File: src/rtl/cheb_pkg.sv
// Shared types, codes and constants for the Chebyshev series evaluator.
// Used by cheb_map, cheb_step, the top level and the checker; no dependencies.
package cheb_pkg;

  // Q-format word and field widths
  localparam int Q_W       = 32;
  localparam int IDX_W     = 4;
  localparam int TERM_W    = 5;
  localparam int CFG_IDX_W = 2;

  // quotient bits resolved per divider stage
  localparam int DIV_BITS_PER_STAGE = 2;

  // configuration register indexes
  localparam logic [CFG_IDX_W-1:0] CFG_LOWER = 2'd0;
  localparam logic [CFG_IDX_W-1:0] CFG_UPPER = 2'd1;
  localparam logic [CFG_IDX_W-1:0] CFG_TERMS = 2'd2;

  // register reset values: interval [-1.0, +1.0], 16 terms
  localparam logic signed [Q_W-1:0] RST_LOWER = -32'sd16777216;
  localparam logic signed [Q_W-1:0] RST_UPPER = 32'sd16777216;
  localparam logic [TERM_W-1:0]     RST_TERMS = 5'd16;

  // saturation limits
  localparam logic signed [Q_W-1:0] Q_MAX = 32'sh7FFF_FFFF;
  localparam logic signed [Q_W-1:0] Q_MIN = 32'sh8000_0000;

  typedef enum logic {
    OP_LOAD = 1'b0,
    OP_EVAL = 1'b1
  } opcode_e;

  // item fields that travel down the whole pipeline
  typedef struct packed {
    opcode_e                  op;
    logic [IDX_W-1:0]         idx;
    logic signed [Q_W-1:0]    coef;
  } item_t;

  // recurrence state: mapped point and the two previous terms
  typedef struct packed {
    logic signed [Q_W-1:0] y;
    logic signed [Q_W-1:0] d;
    logic signed [Q_W-1:0] dd;
  } rec_t;

  // clamp a sign-extended wide value to the Q word range
  function automatic logic signed [Q_W-1:0] sat_q(input logic signed [2*Q_W-1:0] v);
    logic signed [Q_W-1:0] r;
    if (v > 64'sd2147483647) begin
      r = Q_MAX;
    end else if (v < -64'sd2147483648) begin
      r = Q_MIN;
    end else begin
      r = v[Q_W-1:0];
    end
    return r;
  endfunction

endpackage

File: src/rtl/cheb_step.sv
// One Clenshaw recurrence step for a fixed term: multiply stage, then
// round, accumulate and saturate. Holds its own coefficient slot. Uses cheb_pkg.
module cheb_step #(
  parameter int FRAC_BITS = 24,
  parameter int TERM_IDX  = 1,
  parameter int CNT_W     = 5
) (
  input  logic             clk_i,
  input  logic             rst_ni,
  input  logic             adv_i,
  input  logic [CNT_W-1:0] m_eff_i,
  input  logic             valid_i,
  input  cheb_pkg::item_t  item_i,
  input  cheb_pkg::rec_t   rec_i,
  output logic             valid_o,
  output cheb_pkg::item_t  item_o,
  output cheb_pkg::rec_t   rec_o
);
  import cheb_pkg::*;

  localparam int P_W   = 2 * Q_W;
  localparam int R_W   = P_W - FRAC_BITS;
  localparam int ACC_W = R_W + 3;
  localparam logic signed [P_W-1:0] RND_BIAS = {{(P_W-1){1'b0}}, 1'b1} << (FRAC_BITS - 1);

  // multiply stage: y * d
  logic                  v1_q;
  item_t                 item1_q;
  rec_t                  rec1_q;
  logic signed [P_W-1:0] prod_d;
  logic signed [P_W-1:0] prod_q;

  assign prod_d = rec_i.y * rec_i.d;

  always_ff @(posedge clk_i or negedge rst_ni) begin
    if (!rst_ni) begin
      v1_q <= 1'b0;
    end else if (adv_i) begin
      v1_q <= valid_i;
    end
  end

  always_ff @(posedge clk_i) begin
    if (adv_i) begin
      item1_q <= item_i;
      rec1_q  <= rec_i;
      prod_q  <= prod_d;
    end
  end

  // coefficient slot; a load passing this point updates it in item order
  logic signed [Q_W-1:0] coef_q;
  logic                  load_hit;
  logic                  active;
  assign load_hit = v1_q && (item1_q.op == OP_LOAD) &&
                    ({{(32-IDX_W){1'b0}}, item1_q.idx} == 32'(TERM_IDX));
  assign active   = (item1_q.op == OP_EVAL) && (32'(m_eff_i) > 32'(TERM_IDX));

  always_ff @(posedge clk_i or negedge rst_ni) begin
    if (!rst_ni) begin
      coef_q <= '0;
    end else if (adv_i && load_hit) begin
      coef_q <= item1_q.coef;
    end
  end

  // accumulate stage: d' = 2*round(y*d) - dd + c[j], saturated; inactive terms pass d and dd on
  logic signed [P_W-1:0]   prod_rnd;
  logic signed [R_W-1:0]   rnd;
  logic signed [ACC_W-1:0] acc;
  logic signed [Q_W-1:0]   d_new;
  rec_t                    rec_d;

  assign prod_rnd = prod_q + RND_BIAS;
  assign rnd      = prod_rnd[P_W-1:FRAC_BITS];
  assign acc      = (ACC_W'(rnd) <<< 1) - ACC_W'(rec1_q.dd) + ACC_W'(coef_q);
  assign d_new    = sat_q(P_W'(acc));

  always_comb begin
    rec_d = rec1_q;
    if (active) begin
      rec_d.d  = d_new;
      rec_d.dd = rec1_q.d;
    end
  end

  logic  v2_q;
  item_t item2_q;
  rec_t  rec2_q;

  always_ff @(posedge clk_i or negedge rst_ni) begin
    if (!rst_ni) begin
      v2_q <= 1'b0;
    end else if (adv_i) begin
      v2_q <= v1_q;
    end
  end

  always_ff @(posedge clk_i) begin
    if (adv_i) begin
      item2_q <= item1_q;
      rec2_q  <= rec_d;
    end
  end

  assign valid_o = v2_q;
  assign item_o  = item2_q;
  assign rec_o   = rec2_q;

endmodule

File: config.mk
export PLATFORM = sky130hd
export DESIGN_NAME = cheb_step
export DESIGN_NICKNAME = d
export VERILOG_FILES = /design/src/rtl/cheb_pkg.sv /design/src/rtl/cheb_step.sv
export SDC_FILE = /design/constraint.sdc
export NUM_CORES = 2
export LEC_CHECK = 0
export ABC_AREA = 1
export BUFFER_PORTS_ARGS = -buffer_cell sky130_fd_sc_hd__buf_2
export CORE_UTILIZATION = 58
export DETAILED_ROUTE_END_ITERATION = 8
export PLACE_DENSITY = 0.79
export SETUP_SLACK_MARGIN = 0.4
export SLEW_MARGIN = 20
export SYNTH_ARGS = -nofsm -noshare
export SYNTH_HDL_FRONTEND = slang
export SYNTH_SLANG_ARGS = --single-unit
export TNS_END_PERCENT = 10
File: constraint.sdc
create_clock -name clk_i -period 4.4 [get_ports clk_i]
set_input_delay 0.88 -clock clk_i [delete_from_list [all_inputs] [get_ports clk_i]]
set_output_delay 0.88 -clock clk_i [all_outputs]
set_load 0.03 [all_outputs]
Word level (Yosys, flattened, before mapping)
Cells that the tools add are included.
{"block": "classes", "multipliers": 1, "addsub": 3, "eq_ne": 1, "bitwise": 1, "n_lt_le_gt_ge": 3, "mux": 3, "reduce_logical": 4}
{"operator": "$add A64 B25 Y64 const B", "count": 1}
{"operator": "$mul A32 B32 Y64", "count": 1}
{"operator": "$mux W32", "count": 2}
{"operator": "$mux W64", "count": 1}
{"operator": "$add A42 B32 Y43", "count": 1}
{"operator": "$gt A43 B32 Y1 const B", "count": 1}
{"operator": "$lt A43 B32 Y1 const B", "count": 1}
{"operator": "$sub A41 B32 Y42", "count": 1}
{"operator": "$gt A5 B1 Y1 const B", "count": 1}
{"operator": "$eq A4 B1 Y1 const B", "count": 1}
{"operator": "$logic_and A1 B1 Y1", "count": 4}
{"operator": "$not A1 Y1", "count": 1}
{"block": "totals", "regBits": 364, "word_cells": 32, "input_bits": 142}

Longest topological paths before layout
{"block": "logic_depth", "ltp_word": 7, "mapped_depth": 34, "mapped_depth_nobuf": 34}

Worst setup path before layout
OpenSTA, ideal clock, no wires.
{"block": "synth_path", "kind": "input port to flip-flop", "startpoint": "input rec_i[95] (netlist name)", "endpoint": "register prod_q[63], data pin", "path_slack_ns": -3.582, "setup_time_ns": 0.262, "stages": 26, "t_arrival_ns": 7.720, "t_required_ns": 4.138, "cell_sequence": "clkbuf_1 > nand2_1 > inv_1 > fa_1 > fa_1 > fa_1 > inv_1 > fa_1 > inv_1 > fa_1 > fa_1 > inv_1 > fa_1 > fa_1 > inv_1 > ha_1 > nand2_1 > nor2_1 > inv_1 > nor2_1 > inv_1 > nor2_1 > inv_1 > nor4_1 > a21oi_1 > xor2_1"}
{"block": "synth_between", "elab_chain_len": 1}
{"element": "start, declared", "line_no": "cheb_step.sv:14", "rtl": "input cheb_pkg::rec_t rec_i,"}
{"element": "$mul A32 B32 Y64", "line_no": "cheb_step.sv:33", "rtl": "assign prod_d = rec_i.y * rec_i.d;"}
{"element": "named net prod_d[63]", "line_no": "cheb_step.sv:30", "rtl": "logic signed [P_W-1:0] prod_d;"}
{"element": "end signal, assigned", "line_no": "cheb_step.sv:47", "rtl": "prod_q <= prod_d;"}
{"element": "end, declared", "line_no": "cheb_step.sv:31", "rtl": "logic signed [P_W-1:0] prod_q;"}
The timed path passes the listed nets, and every way through them passes these cells.
A chain may end at the register's enable or synchronous reset.

Worst setup path after layout
{"block": "layout_path", "startpoint": "input rec_i[95] (netlist name)", "endpoint": "register prod_q[61], data pin"}
Same word-level chain as after synthesis.

==> impl_metrics.json <==
{
  "grt_pass1_vias": 46955,
  "grt_antenna_before_repair": 2,
  "finClkSkew_ps": 52.2,
  "path_max_fanout": 8,
  "netlist_instances": 6097,
  "area_growth_pct": 23.0,
  "status": "finished, violations left",
  "synthTopCellsByArea": "fa_1, edfxtp_1, inv_1",
  "grt.total_usage_pct": 35.3,
  "syn_area_per_cell_um2": 8.83,
  "wirelength_um": 167000,
  "die_area_um2": 94000,
  "grt_max_degree": 140,
  "design_area_um2": 66200,
  "cp.arrival_ps": 7480,
  "detail_route.wl_per_cell_um": 20.1,
  "syn-num-nets": 7584,
  "grt_first_pass_wirelength_um": 253000,
  "synth_top_cell_by_area": "fa_1",
  "ys.warnings.count": 0,
  "violations": "negative setup slack",
  "reg2reg_depth": 28,
  "firstDrtPassIters": 6,
  "cts_tree": "built",
  "cts_hold_buf": 0,
  "root_buffer": "clkbuf_16",
  "ys.flop_type": "edfxtp_1",
  "drt_iter0_drc": 3982,
  "fin_crit_sh_pct": 160,
  "fillers": 6360,
  "slew_headroom_pct": 36.0,
  "gr-total-overflow": 0,
  "synthTopCellsByCount": "inv_1, nand2_1, fa_1",
  "rsz0062_at_grt": "true",
  "drcViolationCount": 0,
  "max_freq_mhz": 142,
  "cap_violations": 0,
  "holdCritPathClass": "input pin to async pin",
  "final_hold_viol_count": 0,
  "cp.required_ps": 4850,
  "port_buffers": 274,
  "finalWorstSetupSlack_ps": -2630,
  "numCtsBuffers": 41,
  "place_congestion": 0.982,
  "nNetsFinal": 8485,
  "r2r-start": "prod_q[24]$_DFFE_PP_",
  "synth.distinct_cells": 52,
  "die_h_um": 307,
  "synth_edf_count": 307,
  "row_count": 111,
  "coreArea_um2": 91800,
  "viasPerCell": 5.33,
  "insertion_delay_ps": 630,
  "worstSetupPathType": "input pin to flip-flop",
  "ioPinCount": 276,
  "worst_pin_slew_ps": 957,
  "clkTransAtPathRegs_ps": 60,
  "synthArstFlopShare_pct": 9.97,
  "ys_ff_latch": 341,
  "drive_gt1_share_pct": 22.6,
  "cts_buffer_depth": 3,
  "pre_cts_slack_ps": -3880,
  "start_util_pct": 58.6,
  "htree_levels": 2,
  "fin_util_pct": 72.1,
  "vias": 44070,
  "dpl.hpwl_um": 134000,
  "timing.rr.end": "rec_o[35]$_DFFE_PP_",
  "final_antenna_net_count": 0,
  "cts.sinks": 341,
  "setup_viol": 73,
  "yosysTopAreaCellShare_pct": 41.7,
  "dpl-instance-area_um2": 62100,
  "seq_area_frac_synth_pct": 18.7,
  "die_w_um": 307,
  "synth_area_um2": 53800,
  "slew_viol_final": 0,
  "rrSetupSlack_ps": -680,
  "min_period_ps": 7030,
  "startpoint_type": "input pin",
  "cp-end-kind": "flip-flop",
  "synth.most_common_cell": "inv_1"
}
registers in the layout, indices dropped and copies added (netlist names):
name	cells
rec1_q	96
rec_o	96
prod_q	41
item1_q	37
item_o	37
coef_q	32
v1_q	1
valid_o	1
worst max-delay path by stage:
stage	slack [ps]	from	endpoint	cells after the start
global route	-2830	rec_i[46]	prod_q[61]$_DFFE_PP_	26
floorplan	-3180	rec_i[95]	prod_q[63]$_DFFE_PP_	26
detailed placement	-3880	rec_i[95]	prod_q[63]$_DFFE_PP_	25
finish	-2630	rec_i[95]	prod_q[61]$_DFFE_PP_	27
global placement	-3740	rec_i[95]	prod_q[63]$_DFFE_PP_	25
CTS	-2620	rec_i[34]	prod_q[61]$_DFFE_PP_	28
cell families (layout without fill, tap and decap cells):
group | after synthesis | in the layout | share of synthesized area (%)
simple gates | 1954 | 1954 | 14.5
other cells | 0 | 1 | 0
flops | 341 | 341 | 18.7
compound gates | 297 | 297 | 3.15
mux | 31 | 31 | 0.649
xor+xnor | 117 | 117 | 1.92
fa+ha+maj | 1345 | 1345 | 46.9
buf+inv | 2012 | 2945 | 14.1
through the flow:
stage / TNS (ps) / hold slack [ps] / std cells
floorplan: -109170 / 400 / 6097
global placement: -155080 / 401 / 8130
detailed placement: -163860 / 405 / 8130
CTS: -113350 / 410 / 8229
global route: -135490 / 418 / 8273
finish: -118780 / 397 / 8274
placed cells by master, fill, tap and decap left out, types with 8 or more instances in the layout:
cell / instances
inv_1: 1738
nand2_1: 1489
fa_1: 1085
buf_4: 695
edfxtp_1: 307
buf_2: 227
ha_1: 174
nor2_1: 164
a21oi_1: 95
xor2_1: 75
nor2_2: 67
buf_12: 62
o21ai_0: 60
inv_2: 58
nand2_2: 58
nand3_1: 55
buf_6: 53
a21oi_2: 52
clkbuf_16: 50
ha_4: 46
xnor2_1: 37
fa_2: 37
dfrtp_1: 34
mux2_2: 31
nand4_1: 30
o21ai_1: 20
nor2_4: 20
buf_8: 18
o21ai_2: 13
nor3_1: 11
nand3_2: 10
clkinv_1: 10
nand2_4: 9
o21a_1: 9
nor3_2: 8
or2_2: 8
clkbuf_1: 8
critical path, cell delays in order:
cell and delay (ps):
buf_16 130, nand2_4 70, inv_2 40, fa_1 540, inv_2 50, fa_1 550, inv_2 60, fa_1 510
inv_2 50, fa_2 610, clkinvlp_4 140, buf_6 140, buf_12 130, fa_1 480, fa_1 540, inv_1 50
fa_2 510, inv_1 60, fa_1 510, ha_4 320, nand2_4 60, buf_6 130, buf_12 110, nor4_4 300
nand4_1 170, nand2_1 110, xor2_1 180
metal layers:
metal	global-route usage, %	wire, µm
met3	6.41	16600
met1	44.8	60600
met2	59.3	80300
met4	15.7	9160
met5	0	9
repair_timing:
item                                    in CTS  in global routing
endpoints found under the setup margin      73                 73
cloned                                       0                  8
setup buffers                               24                 36
gates resized for setup                    251                294
pin swaps                                   59                164
layout make-up:
cell class              instances  area (µm²)  share of cell area, %
flip-flops and latches        341       10100                   15.2
multi-input cells            3744       37700                   57.0
well taps                    1243        1560                   2.35
clock buffers                  53        1120                   1.70
clock inverters                22         201                  0.304
diodes                          1        2.50                0.00378
repair buffers               1068        8740                   13.2
inverters                    1802        6770                   10.2
Power is left out: the tool's default activity adds up to more than one toggle a clock period on the data nets, which glitch-free logic cannot reach.
