`config.mk`:
```
export PLATFORM = sky130hd
export DESIGN_NAME = cheb_map
export DESIGN_NICKNAME = d
export VERILOG_FILES = /design/src/rtl/cheb_pkg.sv /design/src/rtl/cheb_map.sv
export SDC_FILE = /design/constraint.sdc
export NUM_CORES = 2
export LEC_CHECK = 0
export BUFFER_PORTS_ARGS = -buffer_cell sky130_fd_sc_hd__clkbuf_2
export CAP_MARGIN = 20
export CORE_MARGIN = 10
export CORE_UTILIZATION = 25
export DETAILED_ROUTE_END_ITERATION = 6
export SYNTH_ARGS = -nofsm -noshare
export SYNTH_HDL_FRONTEND = slang
export SYNTH_SLANG_ARGS = --single-unit
```
`constraint.sdc`:
```
create_clock -name clk_i -period 12.08 [get_ports clk_i]
set_clock_uncertainty 0.2 [all_clocks]
set_input_delay 0.604 -clock clk_i [delete_from_list [all_inputs] [get_ports clk_i]]
set_output_delay 0.604 -clock clk_i [all_outputs]
set_load 0.05 [all_outputs]
```
`src/rtl/cheb_pkg.sv`:
```
// Shared types, codes and constants for the Chebyshev series evaluator.
// Used by cheb_map, cheb_step, the top level and the checker; no dependencies.
package cheb_pkg;

  // Q-format word and field widths
  localparam int Q_W       = 32;
  localparam int IDX_W     = 4;
  localparam int TERM_W    = 5;
  localparam int CFG_IDX_W = 2;

  // quotient bits resolved per divider stage
  localparam int DIV_BITS_PER_STAGE = 2;

  // configuration register indexes
  localparam logic [CFG_IDX_W-1:0] CFG_LOWER = 2'd0;
  localparam logic [CFG_IDX_W-1:0] CFG_UPPER = 2'd1;
  localparam logic [CFG_IDX_W-1:0] CFG_TERMS = 2'd2;

  // register reset values: interval [-1.0, +1.0], 16 terms
  localparam logic signed [Q_W-1:0] RST_LOWER = -32'sd16777216;
  localparam logic signed [Q_W-1:0] RST_UPPER = 32'sd16777216;
  localparam logic [TERM_W-1:0]     RST_TERMS = 5'd16;

  // saturation limits
  localparam logic signed [Q_W-1:0] Q_MAX = 32'sh7FFF_FFFF;
  localparam logic signed [Q_W-1:0] Q_MIN = 32'sh8000_0000;

  typedef enum logic {
    OP_LOAD = 1'b0,
    OP_EVAL = 1'b1
  } opcode_e;

  // item fields that travel down the whole pipeline
  typedef struct packed {
    opcode_e                  op;
    logic [IDX_W-1:0]         idx;
    logic signed [Q_W-1:0]    coef;
  } item_t;

  // recurrence state: mapped point and the two previous terms
  typedef struct packed {
    logic signed [Q_W-1:0] y;
    logic signed [Q_W-1:0] d;
    logic signed [Q_W-1:0] dd;
  } rec_t;

  // clamp a sign-extended wide value to the Q word range
  function automatic logic signed [Q_W-1:0] sat_q(input logic signed [2*Q_W-1:0] v);
    logic signed [Q_W-1:0] r;
    if (v > 64'sd2147483647) begin
      r = Q_MAX;
    end else if (v < -64'sd2147483648) begin
      r = Q_MIN;
    end else begin
      r = v[Q_W-1:0];
    end
    return r;
  endfunction

endpackage

```
`src/rtl/cheb_map.sv`:
```
// Point mapping y = (2x - a - b) / (b - a) as a pipelined restoring divider.
// Depends on cheb_pkg; stage count follows from DIV_BITS_PER_STAGE.
module cheb_map #(
  parameter int FRAC_BITS = 24
) (
  input  logic                          clk_i,
  input  logic                          rst_ni,
  input  logic                          adv_i,
  input  logic                          valid_i,
  input  cheb_pkg::item_t               item_i,
  input  logic signed [cheb_pkg::Q_W-1:0] point_i,
  input  logic signed [cheb_pkg::Q_W-1:0] lower_i,
  input  logic signed [cheb_pkg::Q_W-1:0] upper_i,
  output logic                          valid_o,
  output cheb_pkg::item_t               item_o,
  output logic signed [cheb_pkg::Q_W-1:0] y_o
);
  import cheb_pkg::*;

  localparam int DIV_STAGES = Q_W / DIV_BITS_PER_STAGE;
  localparam int NUM_W      = Q_W + 3;
  localparam int N_W        = Q_W + 2;
  localparam int SH         = Q_W - FRAC_BITS;
  localparam int CMP_W      = 2 * Q_W - FRAC_BITS;

  // divisor; the user must keep it static while items are in flight, not enforced here
  logic signed [Q_W:0] den_full;
  logic [Q_W-1:0]      den;
  assign den_full = (Q_W+1)'(upper_i) - (Q_W+1)'(lower_i);
  assign den      = den_full[Q_W-1:0];

  // stage A: signed numerator, split into sign and magnitude
  logic signed [NUM_W-1:0] num;
  logic signed [NUM_W-1:0] mag;
  assign num = (NUM_W'(point_i) <<< 1) - NUM_W'(lower_i) - NUM_W'(upper_i);
  assign mag = num[NUM_W-1] ? -num : num;

  logic           va_q;
  item_t          itema_q;
  logic           nega_q;
  logic [N_W-1:0] na_q;

  always_ff @(posedge clk_i or negedge rst_ni) begin
    if (!rst_ni) begin
      va_q <= 1'b0;
    end else if (adv_i) begin
      va_q <= valid_i;
    end
  end

  always_ff @(posedge clk_i) begin
    if (adv_i) begin
      itema_q <= item_i;
      nega_q  <= num[NUM_W-1];
      na_q    <= mag[N_W-1:0];
    end
  end

  // divider chain; element 0 is stage B, each later element adds quotient bits
  logic           vd_q    [DIV_STAGES+1];
  item_t          itemd_q [DIV_STAGES+1];
  logic           negd_q  [DIV_STAGES+1];
  logic           ovfd_q  [DIV_STAGES+1];
  logic [Q_W-1:0] remd_q  [DIV_STAGES+1];
  logic [Q_W-1:0] nlowd_q [DIV_STAGES+1];
  logic [Q_W-1:0] quod_q  [DIV_STAGES+1];

  // stage B: range check on the integer part, initial remainder
  logic ovf_b;
  assign ovf_b = CMP_W'(na_q) >= (CMP_W'(den) << SH);

  always_ff @(posedge clk_i or negedge rst_ni) begin
    if (!rst_ni) begin
      vd_q[0] <= 1'b0;
    end else if (adv_i) begin
      vd_q[0] <= va_q;
    end
  end

  always_ff @(posedge clk_i) begin
    if (adv_i) begin
      itemd_q[0] <= itema_q;
      negd_q[0]  <= nega_q;
      ovfd_q[0]  <= ovf_b;
      remd_q[0]  <= Q_W'(na_q >> SH);
      nlowd_q[0] <= Q_W'(na_q << FRAC_BITS);
      quod_q[0]  <= '0;
    end
  end

  for (genvar s = 0; s < DIV_STAGES; s++) begin : g_div
    logic [Q_W-1:0] rem_n;
    logic [Q_W-1:0] nlow_n;
    logic [Q_W-1:0] quo_n;

    // restoring steps: shift in the next dividend bit, subtract when it fits
    always_comb begin
      logic [Q_W:0] trial;
      rem_n  = remd_q[s];
      nlow_n = nlowd_q[s];
      quo_n  = quod_q[s];
      for (int b = 0; b < DIV_BITS_PER_STAGE; b++) begin
        trial  = {rem_n, nlow_n[Q_W-1]};
        nlow_n = nlow_n << 1;
        if (trial >= {1'b0, den}) begin
          rem_n = Q_W'(trial - {1'b0, den});
          quo_n = {quo_n[Q_W-2:0], 1'b1};
        end else begin
          rem_n = trial[Q_W-1:0];
          quo_n = {quo_n[Q_W-2:0], 1'b0};
        end
      end
    end

    always_ff @(posedge clk_i or negedge rst_ni) begin
      if (!rst_ni) begin
        vd_q[s+1] <= 1'b0;
      end else if (adv_i) begin
        vd_q[s+1] <= vd_q[s];
      end
    end

    always_ff @(posedge clk_i) begin
      if (adv_i) begin
        itemd_q[s+1] <= itemd_q[s];
        negd_q[s+1]  <= negd_q[s];
        ovfd_q[s+1]  <= ovfd_q[s];
        remd_q[s+1]  <= rem_n;
        nlowd_q[s+1] <= nlow_n;
        quod_q[s+1]  <= quo_n;
      end
    end
  end

  // stage Y: apply sign and saturate the quotient
  logic              neg_f;
  logic [Q_W-1:0]    quo_f;
  logic signed [Q_W-1:0] y_d;
  assign neg_f = negd_q[DIV_STAGES];
  assign quo_f = quod_q[DIV_STAGES];

  always_comb begin
    if (ovfd_q[DIV_STAGES]) begin
      y_d = neg_f ? Q_MIN : Q_MAX;
    end else if (neg_f) begin
      y_d = quo_f[Q_W-1] ? Q_MIN : -$signed(quo_f);
    end else begin
      y_d = quo_f[Q_W-1] ? Q_MAX : $signed(quo_f);
    end
  end

  logic                  vy_q;
  item_t                 itemy_q;
  logic signed [Q_W-1:0] y_q;

  always_ff @(posedge clk_i or negedge rst_ni) begin
    if (!rst_ni) begin
      vy_q <= 1'b0;
    end else if (adv_i) begin
      vy_q <= vd_q[DIV_STAGES];
    end
  end

  always_ff @(posedge clk_i) begin
    if (adv_i) begin
      itemy_q <= itemd_q[DIV_STAGES];
      y_q     <= y_d;
    end
  end

  assign valid_o = vy_q;
  assign item_o  = itemy_q;
  assign y_o     = y_q;

endmodule

```
[Word-level counts from Yosys, hierarchy flattened]
Memories as Yosys holds them, arrays and structs flattened. A register that Yosys moved wholly into a read port is not among the register bits.
Cells that the tools add are included.
W data, S select, Z words.
Storage, ports and cells
  memories kept: 6
  input port bits: 137
  output and inout bits: 70
  word-level logic and storage cells: 173
  memory bits (writable): 2261
  flip-flop bits (word level): 123
Operators by class
  order comparisons: 33
  add/sub/neg operators: 37
  muxes and demuxes: 72
Memories
  itemd_q: depth 17, width 37, rd ports 17, clocked after memory_dff 1, write ports 17, line cheb_map.sv:61  | item_t itemd_q [DIV_STAGES+1];
  quod_q: depth 17, width 32, rd ports 17, clocked after memory_dff 0, write ports 17, line cheb_map.sv:66  | logic [Q_W-1:0] quod_q [DIV_STAGES+1];
  remd_q: depth 17, width 32, rd ports 16, clocked after memory_dff 0, write ports 17, line cheb_map.sv:64  | logic [Q_W-1:0] remd_q [DIV_STAGES+1];
  nlowd_q: depth 17, width 30, rd ports 16, clocked after memory_dff 0, write ports 17, line cheb_map.sv:65  | logic [Q_W-1:0] nlowd_q [DIV_STAGES+1];
  negd_q: depth 17, width 1, rd ports 17, clocked after memory_dff 0, write ports 17, line cheb_map.sv:62  | logic negd_q [DIV_STAGES+1];
  ovfd_q: depth 17, width 1, rd ports 17, clocked after memory_dff 0, write ports 17, line cheb_map.sv:63  | logic ovfd_q [DIV_STAGES+1];
Operator list (count)
  $mux W32: 36
  $ge A33 B32 Y1: 32
  $sub A32 B32 Y32: 33
  $ge A34 B40 Y1: 1
  $sub A34 B32 Y35: 1
  $mux W1: 34
  $mux W34: 1
  $neg A34 Y34: 1
  $sub A33 B32 Y34: 1
  $neg A32 Y32: 1
  $mux W31: 1

[Logic depth before layout (Yosys ltp)]
  depth in word-level cells: 5
  gate-level depth with buffers: 52
  mapped depth without buffers: 48

[Least setup slack after synthesis]
OpenSTA, ideal clock, no wires.
  kind: input to register
  from: input upper_i[0] in the netlist's numbering
  to: memory remd_q[4][26], in the netlist remd_q[0][154] (data pin)
  setup time: 260 ps
  arrival: 10845 ps
  data required time: 11620 ps
  path buffers: 4
  cell stages on the path: 45
  setup slack: 774 ps
  cells stage by stage: inv_1 -> ha_1 -> fa_1 -> o21ba_2 -> nor4_1 -> or2_2 -> a21oi_1 -> nor2_1 -> nor2_1 -> xnor2_1 -> ha_1 -> a21o_1 -> a21oi_1 -> nor3b_1 -> o21ai_0 -> a211oi_1 -> o21ai_0 -> a21o_1 -> [... 9 more ...] -> o21a_1 -> o21ai_0 -> a211oi_1 -> a2111oi_0 -> o31ai_1 -> a211o_1 -> nor2_1 -> nand3b_1 -> a21oi_1 -> nor2b_1 -> o221ai_1 -> o211a_1 -> or2_1 -> clkbuf_1 -> buf_2 -> buf_2 -> nor2_1 -> a21oi_1
RTL lines
  start: declaration: line cheb_map.sv:13  | input logic signed [cheb_pkg::Q_W-1:0] upper_i,
  end: declaration: line cheb_map.sv:64

==> metrics.md <==
| Metric | Value |
|---|---|
| Ports | 207 |
| Max-Slew Margin vs Limit | 23.7% |
| Placed cells | 17,047 |
| Slew Viols, Final | 0 |
| Post-DP HPWL | 224,000 um |
| Syn Std Cell Area | 113,000 sq um |
| Minimum hold slack | 175 ps |
| Highest cell delay on the worst timing path | 730 ps |
| WP data required | 12,500 ps |
| Synthesized instance count | 10,939 |
| Initial Util | 25.1% |
| Crit path max fanout | 38 |
| Most common cell after layout, fill and taps aside | edfxtp_1 |
| Pre-Repair DR Iteration Count | 6 |
| Fraction of registers with async set/reset | 1.17% |
| Per-cell routed wire length | 17.3 um |
| Tcrit/Tclk final | 91.3% |
| Final count of hold timing violations | 0 |
| # setup viols final | 0 |
| Cell Count, Final, Fillers Out | 17,441 |
| Port buffer count | 206 |
| Synth Warn # | 0 |
| Row count | 247 |
| Status | finished, final reports clean |
| Share of post-route cells with drive strength above 1 | 10.9% |
| Syn_area_per_cell | 10.4 sq um |
| Crit-path slowest cell | a2111oi_1 |
| Hold crit path type | reg -> reg |
| CTS max path bufs | 4 |
| Unique masters post-synth | 112 |
| Worst-Margin Slew | 1140 ps |
| GRT Residual Overflow | 0 |
| Post-CTS sizing | 0 |
| CTS tree | yes |
| Die ar. | 481,000 sq um |
| MaxCap Viol Count | 0 |
| Die width | 694 um |
| Fin Setup TNS | 0 ps |
| WP buf/inv | 5 |
| Setup crit end kind | register |
| Tot GR Track Use | 11.9% |
| RSZ-0062 raised after global routing | false |
| Seq cells post-synth | 1,621 |
| Sequential-to-total area share from yosys stat | 42.8% |
| Top FF cell, synth | edfxtp_1 |
| Crit path top cell by count | a21oi_1 |
| Clock-pin slew on the worst setup and hold paths | 70 ps |
| Worst EP arrival | 11,450 ps |
| CTS Sinks | 1,621 |
| Core ar. | 452,000 sq um |
| Final min period | 11,030 ps |
| Chip height | 694 um |
| Root Driver | clkbuf_16 |
| DRC | 0 |
| Kind of critical path | in -> reg |
| Syn nets | 12,211 |
| H-tree Lvls | 4 |
| Routability cong. | 0.888 |
| Vias per inst | 4.84 |
| Vias in the first global route | 80,231 |
| Via Count | 84,386 |
| Number of flops mapped to enable cells by yosys | 1,602 |
| Largest net degree at the start of global routing | 174 |
| Initial antenna violation count | 18 |
| Fmax | 90.6 MHz |
| Most frequent cells in the layout | edfxtp_1, ha_1, a21oi_1, nor2_1, nand2_1 |
| Worst setup SP type | input pin |
| Area delta synth->final | 14.3% |
| 1st-iter DRT viols | 6,078 |
| Final wirelength | 301,000 um |
| Final Net Count | 12,578 |
| Routed Antenna Nets | 0 |
| Clk_lat worst skew | 890 ps |
| TritonCTS buffer count | 192 |
| CP delay by family, top | compound AO/OA/AOI/OAI gates |
| Global-route wire length before repair | 462,000 um |
final timing paths:
| kind | depth (start not counted) | end | slack [ps] | start |
|---|---|---|---|---|
| max in group asynchronous | 3 | vd_q[6]$_DFFE_PN0P_ | 10440 | rst_ni |
| min in group asynchronous | 3 | vd_q[1]$_DFFE_PN0P_ | 710 | rst_ni |
| hold reg to reg | 0 | item_o[8]$_DFFE_PP_ | 170 | itemd_q[16][8]$_DFFE_PP_ |
| setup reg to reg | 27 | remd_q[0][212]$_DFFE_PP_ | 3360 | remd_q[0][160]$_SDFFCE_PN0P_ |
| hold / removal | 0 | item_o[8]$_DFFE_PP_ | 170 | itemd_q[16][8]$_DFFE_PP_ |
| setup / recovery | 36 | remd_q[0][500]$_DFFE_PP_ | 1050 | upper_i[0] |
cell usage after synthesis, drive strengths merged, types with 81 or more instances:
cell type | n | area share, %
a211oi | 81 | 0.56
o21ai | 739 | 3.3
nand3 | 174 | 0.77
nor2b | 142 | 0.78
a21oi | 1017 | 4.5
buf | 98 | 0.50
and3 | 89 | 0.49
o31ai | 93 | 0.62
nand2 | 787 | 2.6
edfxtp | 1602 | 42
xor2 | 265 | 2.0
inv | 433 | 1.4
nor3 | 214 | 0.94
o21a | 157 | 1.0
a31oi | 90 | 0.50
xnor2 | 688 | 5.3
or3 | 87 | 0.48
nor2 | 832 | 2.8
ha | 1082 | 12
o21bai | 106 | 0.70
clkbuf | 162 | 0.54
nand2b | 152 | 0.84
mux2 | 406 | 4.0
nand4 | 135 | 0.76
a21o | 396 | 2.6
cell type report:
cell class                      count  area [sq um]
Sequential cell                  1621         48600
Antenna cell                        7          17.5
Clock inverter                    113          1120
Inverter                          438          1650
Timing Repair Buffer              433          3350
Tap cell                         5976          7480
Multi-Input combinational cell   8620         62400
Clock buffer                      233          5000
Fill cell                       46927        323000
kinds of logic (layout without fill, tap and decap cells):
kind of cell	after synthesis	after routing	share of synthesized area, %
compound gates	3141	3141	17.4
xor+xnor	954	954	7.38
fa+ha+maj	1169	1169	13.2
buf+inv	698	1217	2.48
flops	1621	1621	42.8
mux	436	436	4.29
other cells	0	7	0
simple gates	2920	2920	12.4
sequential cells by signal, summed over array words and instances (netlist names), 20 cells and up:
register	cells
na_q	34
itemd_q	629
quod_q	272
nlowd_q	20
item_o	37
y_o	32
remd_q	506
itema_q	37
timing repair:
item | in CTS | in global routing
setup buffers | 0 | 0
hold endpoints to repair | 123 | 0
hold buffers | 41 | 0
setup endpoints to repair | 0 | 0
through the flow:
step / area, sq um / util [%] / worst slack, ps
2_1_floorplan: 113000 / - / 774
3_3_place_gp: 123000 / 27.2 / 457
3_5_place_dp: 123000 / 27.2 / 359
4_1_cts: 130000 / 28.7 / 1280
5_1_grt: 130000 / 28.7 / 369
6_report: 130000 / 28.7 / 1050
metal layers:
layer	part of all wire [%]	vias up	global-route usage, %
met5	0.0043	-	0
met4	3.2	2	3.70
met3	5.5	461	1.66
met2	45	2101	19.2
met1	47	40037	16.5
li1	-	41785	-
Power is left out: the tool's default activity adds up to more than one toggle a clock period on the data nets, which glitch-free logic cannot reach.
